===== src/sv/lqa_pkg.sv =====
// shared types and constants for the linear queue with aggregates
// no dependencies
package lqa_pkg;

   localparam int DEPTH  = 128;
   localparam int DATA_W = 32;
   localparam int ADDR_W = $clog2(DEPTH);
   localparam int CNT_W  = $clog2(DEPTH + 1);
   localparam int CAP_W  = 8;
   localparam int OCC_W  = 8;
   localparam int CMD_W  = 2;
   localparam int STAT_W = 2;
   localparam int LIM_W  = (CNT_W > CAP_W) ? CNT_W : CAP_W;

   localparam logic [CAP_W-1:0] CAP_RESET = 8'd100;

   // stream payload widths, padded to whole bytes
   localparam int REQ_TDATA_W = ((DATA_W + 7) / 8) * 8;
   localparam int RSP_FIELDS_W = 4 * DATA_W + OCC_W;
   localparam int RSP_TDATA_W = ((RSP_FIELDS_W + 7) / 8) * 8;

   // command codes
   localparam logic [CMD_W-1:0] CMD_PUSH   = 2'd0;
   localparam logic [CMD_W-1:0] CMD_POP    = 2'd1;
   localparam logic [CMD_W-1:0] CMD_REPORT = 2'd2;

   // status codes
   localparam logic [STAT_W-1:0] STAT_OK        = 2'd0;
   localparam logic [STAT_W-1:0] STAT_OVERFLOW  = 2'd1;
   localparam logic [STAT_W-1:0] STAT_UNDERFLOW = 2'd2;

   typedef enum logic [1:0] {
      ST_IDLE,
      ST_POP,
      ST_WALK
   } lqa_state_type;

   // where popped value and product of a result come from
   typedef enum logic [1:0] {
      SRC_PLAIN,
      SRC_POP,
      SRC_ONE,
      SRC_PROD
   } lqa_src_type;

   typedef struct packed {
      logic              write_en;
      logic              pop_commit;
      logic              walk_init;
      logic              walk_step;
      logic              rd_walk;
      logic              out_load;
      logic [STAT_W-1:0] out_status;
      lqa_src_type       out_src;
   } lqa_cmd_type;

   typedef struct packed {
      logic full;
      logic empty;
      logic walk_last;
   } lqa_stat_type;

endpackage


===== src/sv/lqa_ctrl.sv =====
// controller state machine for the linear queue with aggregates
// depends on lqa_pkg
module lqa_ctrl (
   input  logic                       clock,
   input  logic                       reset,
   input  logic                       req_tvalid,
   output logic                       req_tready,
   input  logic [lqa_pkg::CMD_W-1:0]  req_tuser,
   output logic                       rsp_tvalid,
   input  logic                       rsp_tready,
   input  lqa_pkg::lqa_stat_type      dp_stat,
   output lqa_pkg::lqa_cmd_type       dp_cmd
);
   import lqa_pkg::*;

   lqa_state_type state_ff, state_in;
   logic          rsp_valid_ff, rsp_valid_in;
   logic          accept;

   always_ff @(posedge clock) begin
      if (reset) begin
         state_ff     <= ST_IDLE;
         rsp_valid_ff <= 1'b0;
      end else begin
         state_ff     <= state_in;
         rsp_valid_ff <= rsp_valid_in;
      end
   end

   // new work only when idle and the result slot is free or draining
   assign req_tready = (state_ff == ST_IDLE) && (!rsp_valid_ff || rsp_tready);
   assign accept     = req_tvalid && req_tready;
   assign rsp_tvalid = rsp_valid_ff;

   always_comb begin
      state_in = state_ff;
      dp_cmd   = '0;
      unique case (state_ff)
         ST_IDLE: begin
            if (accept) begin
               case (req_tuser)
                  CMD_PUSH: begin
                     dp_cmd.out_load = 1'b1;
                     if (dp_stat.full) begin
                        dp_cmd.out_status = STAT_OVERFLOW;
                     end else begin
                        dp_cmd.write_en = 1'b1;
                     end
                  end
                  CMD_POP: begin
                     if (dp_stat.empty) begin
                        dp_cmd.out_load   = 1'b1;
                        dp_cmd.out_status = STAT_UNDERFLOW;
                     end else begin
                        state_in = ST_POP;
                     end
                  end
                  CMD_REPORT: begin
                     if (dp_stat.empty) begin
                        dp_cmd.out_load = 1'b1;
                        dp_cmd.out_src  = SRC_ONE;
                     end else begin
                        dp_cmd.walk_init = 1'b1;
                        state_in         = ST_WALK;
                     end
                  end
                  default: begin
                     dp_cmd.out_load = 1'b1;
                  end
               endcase
            end
         end
         ST_POP: begin
            dp_cmd.pop_commit = 1'b1;
            dp_cmd.out_load   = 1'b1;
            dp_cmd.out_src    = SRC_POP;
            state_in          = ST_IDLE;
         end
         ST_WALK: begin
            dp_cmd.walk_step = 1'b1;
            dp_cmd.rd_walk   = 1'b1;
            if (dp_stat.walk_last) begin
               dp_cmd.out_load = 1'b1;
               dp_cmd.out_src  = SRC_PROD;
               state_in        = ST_IDLE;
            end
         end
      endcase
   end

   always_comb begin
      rsp_valid_in = rsp_valid_ff;
      if (rsp_valid_ff && rsp_tready) begin
         rsp_valid_in = 1'b0;
      end
      if (dp_cmd.out_load) begin
         rsp_valid_in = 1'b1;
      end
   end

endmodule


===== config.mk =====
export PLATFORM = sky130hd
export DESIGN_NAME = lqa_ctrl
export DESIGN_NICKNAME = d
export VERILOG_FILES = /design/src/sv/lqa_pkg.sv /design/src/sv/lqa_ctrl.sv
export SDC_FILE = /design/constraint.sdc
export NUM_CORES = 1
export LEC_CHECK = 0
export BUFFER_PORTS_ARGS = -buffer_cell sky130_fd_sc_hd__buf_2
export CAP_MARGIN = 20
export CELL_PAD_IN_SITES_DETAIL_PLACEMENT = 1
export CELL_PAD_IN_SITES_GLOBAL_PLACEMENT = 2
export CORE_AREA = 2 2 46 48
export CTS_BUF_LIST = sky130_fd_sc_hd__clkbuf_16
export CTS_CLUSTER_DIAMETER = 80
export CTS_CLUSTER_SIZE = 25
export DETAILED_ROUTE_END_ITERATION = 8
export DIE_AREA = 0 0 48 50
export PLACE_DENSITY = 0.65
export SLEW_MARGIN = 20
export SYNTH_ARGS = -nofsm -noshare
export SYNTH_HDL_FRONTEND = slang
export SYNTH_SLANG_ARGS = --single-unit

===== constraint.sdc =====
create_clock -name clock -period 2.1 [get_ports clock]
set_clock_uncertainty 0.1 [all_clocks]
set_input_delay 0.315 -clock clock [delete_from_list [all_inputs] [get_ports clock]]
set_output_delay 0.315 -clock clock [all_outputs]
set_load 0.01 [all_outputs]

==> summary.md <==
| Metric | Value |
|---|---|
| Gate count after technology mapping | 44 |
| Number of synthesized register bits | 3 |
| Synth Area in Compound Gates | 0.204 |
| Final slew viol count | 0 |
| Leftover overflow at the end of global routing | 0 |
| Remaining DRCs | 0 |
| RSZ-0062 raised after global routing | no |
| Final period util | 0.926 |
| # H-tree levels | 1 |
| Count of TritonRoute iterations in the first routing pass | 3 |
| Total Routed Length | 904 µm |
| Clk slew on worst S/H paths | 30 ps |
| # nets final | 83 |
| Power after layout | 0.462 mW |
| Per-instance average area after synthesis | 7.68 µm² |
| Number of violations reported at the end of detailed-routing iteration 0 | 3 |
| Cell depth of the worst flop-to-flop path | 5 |
| Adder-cell share of the synthesized area | 0.259 |
| Setup Viol. Count Final | 0 |
| Setup TNS | 0 ps |
| Total inserted antenna cells | 0 |
| Fraction of the mapped netlist area in simple logic gates | 0.237 |
| Clk_lat worst skew | 220 ps |
| Part of the Yosys area used for sequential elements | 0.178 |
| Clk buf depth | 2 |
| Wire length per cell | 9.72 µm |
| Area added between synthesis and finish | 60.0% |
| Critical path capture point type | primary output |
| Tightest Pin Transition | 328 ps |
| Count of buffers from port buffering | 20 |
| Hold Startpoint | reset |
| Net Count, Synth | 60 |
| I/O pin count | 21 |
| Antenna violations before repair | 0 |
| Cell area after technology mapping | 338 µm² |
| Max rail drop VDD | 0.572 mV |
| Mux contribution to synthesized area | 0 |
| Arrival time worst endpoint | 1530 ps |
| Area after detailed placement | 457 µm² |
| Synthesis Warnings | 0 |
| Total Die Area | 2400 µm² |
| Final hold violation count | 0 |
| Clock Root Buffer | clkbuf_16 |
| Critical path class | reg2out |
| Peak Freq | 0.514 GHz |
| Pin count of the biggest net entering global routing | 7 |
| Cell Rows | 16 |
| Area of the core | 1900 µm² |
| Startpoint of the most critical setup path | state_ff[0] |
| CP Data Required Time | 1680 ps |
| Post-detailed-placement half-perimeter wirelength | 746 µm |
| TritonCTS buffer count | 3 |
| Post-Synth XOR/XNOR Area | 0 |
| Cell Pwr Density | 855 nW/µm² |
| Final antenna-violating net count | 0 |
| Count of cells along the worst hold path | 2 |
| Effective utilization at floorplan | 0.178 |
| Slew margin rel. | 0.780 |
| Die Y | 50 µm |
| Post-route design area | 541 µm² |
| Worst-path maximum fanout | 6 |
| Cell leakage power | 0.299 nW |
| TritonCTS clock tree | yes |
| Combined global-route utilization of all metal layers | 0.0828 |
| Sinks on the clock net | 3 |
| Run status | completed |
| DR vias/cell | 4.08 |
| Number of global-route vias before repair | 326 |
| Time the final worst path needs with I/O delays and setup | 1940 ps |
| Main combinational cell family by area after synthesis | adder cells |
| Die X | 48 µm |
| Ratio of cells with drive above 1 in the final layout | 0.394 |
| Vias post-DR | 379 |
| Critical Path Start Type | flip-flop |
| Number of maximum-capacitance violations | 0 |
| Wire length of the first global-routing pass | 1350 µm |
| Weighted congestion at the end of routability-driven global placement | 0.648 |
| Launch point of the worst reg-to-reg path | state_ff[0] |
| HP Class | in2reg |
| Unique masters post-synth | 19 |
layer usage:
| layer | GRT usage | wire (µm) | part of all wire | vias to the layer above |
|---|---|---|---|---|
| met5 | 0 | 0 | 0 | - |
| met4 | 0.0541 | 0 | 0 | 0 |
| met3 | 0.0330 | 59 | 0.065 | 0 |
| met2 | 0.138 | 466 | 0.52 | 12 |
| met1 | 0.0788 | 378 | 0.42 | 170 |
| li1 | - | - | - | 197 |
logic make-up after synthesis:
logic type               count (synthesis)
AO/OA/AOI/OAI                           12
adder cells (fa/ha/maj)                  7
buffers and inverters                    9
flip-flops                               3
AND/OR/NAND/NOR                         13
power by group:
part	leakage (nW)	total (mW)	internal [mW]	switching, mW
combinational	0.232	0.100	0.0445	0.0559
sequential	0.0245	0.0668	0.0631	0.00362
clock	0.0423	0.295	0.245	0.0498
total	0.299	0.462	0.353	0.109
layout by cell type, fill, tap and decap left out:
| master | instances |
|---|---|
| nand2b_1 | 1 |
| o21bai_1 | 1 |
| and3_2 | 2 |
| nand3_1 | 2 |
| nor2b_1 | 1 |
| buf_2 | 20 |
| a21oi_2 | 1 |
| nand2_1 | 1 |
| dfxtp_1 | 3 |
| clkbuf_16 | 3 |
| inv_1 | 8 |
| a22o_1 | 1 |
| a21oi_1 | 5 |
| or4_1 | 1 |
| and2_1 | 1 |
| or4b_1 | 1 |
| o21ai_0 | 3 |
| ha_1 | 7 |
| and3_1 | 2 |
| nor2_1 | 1 |
| a21boi_0 | 1 |
cells in the mapped netlist:
| cell | instances | area, µm² |
|---|---|---|
| and3_1 | 3 | 18.8 |
| and2_1 | 1 | 6.26 |
| ha_1 | 7 | 87.6 |
| inv_1 | 7 | 26.3 |
| o21ai_0 | 3 | 15.0 |
| a21boi_0 | 1 | 7.51 |
| a21oi_1 | 6 | 30.0 |
| and3_2 | 1 | 7.51 |
| o21bai_1 | 1 | 7.51 |
| a22o_1 | 1 | 8.76 |
| nand3_1 | 2 | 10.0 |
| nor2b_1 | 1 | 6.26 |
| nand2b_1 | 1 | 6.26 |
| nor2_1 | 1 | 3.75 |
| dfxtp_1 | 3 | 60.1 |
| or4b_1 | 1 | 10.0 |
| buf_4 | 2 | 15.0 |
| or4_1 | 1 | 7.51 |
| nand2_1 | 1 | 3.75 |
through the flow:
step                std cells  utilization  hold slack [ps]  setup WS, ps
global placement           89        0.240              402           295
CTS                        93        0.282              183          79.3
finish                     93        0.284              184           156
detailed placement         89        0.240              398           286
global route               93        0.284              188          31.6
floorplan                  44            -              284           424
flip-flops by register name, summed over array words and instances (netlist names):
signal and flops:
state_ff 2, rsp_tvalid 1
worst max-delay path, cell delays in order (launching register included):
cell     delay [ps]
dfxtp_1         350
inv_1            90
ha_1            360
nor2b_1         180
a21oi_2         130
inv_1            50
buf_2           130
worst paths after layout:
check	end	slack, ps
setup / recovery	dp_cmd[4]	160
hold / removal	state_ff[1]	180
setup reg to reg	state_ff[0]	330
hold reg to reg	state_ff[1]	400
what timing repair did:
action,4_1_cts,5_1_grt
setup buffers,0,0
hold buffers,0,0
endpoints found under the setup margin,0,1
resized for setup,0,2
area by class of cell:
type | instances | area, µm²
tap | 27 | 33.8
sequential | 3 | 60.1
multi-input combinational | 32 | 241
clock buffer | 3 | 75.1
inverter | 7 | 26.3
fill | 234 | 1360
timing repair buffer | 20 | 100
clock inverter | 1 | 3.75
Power figures use the tool's default switching activity.
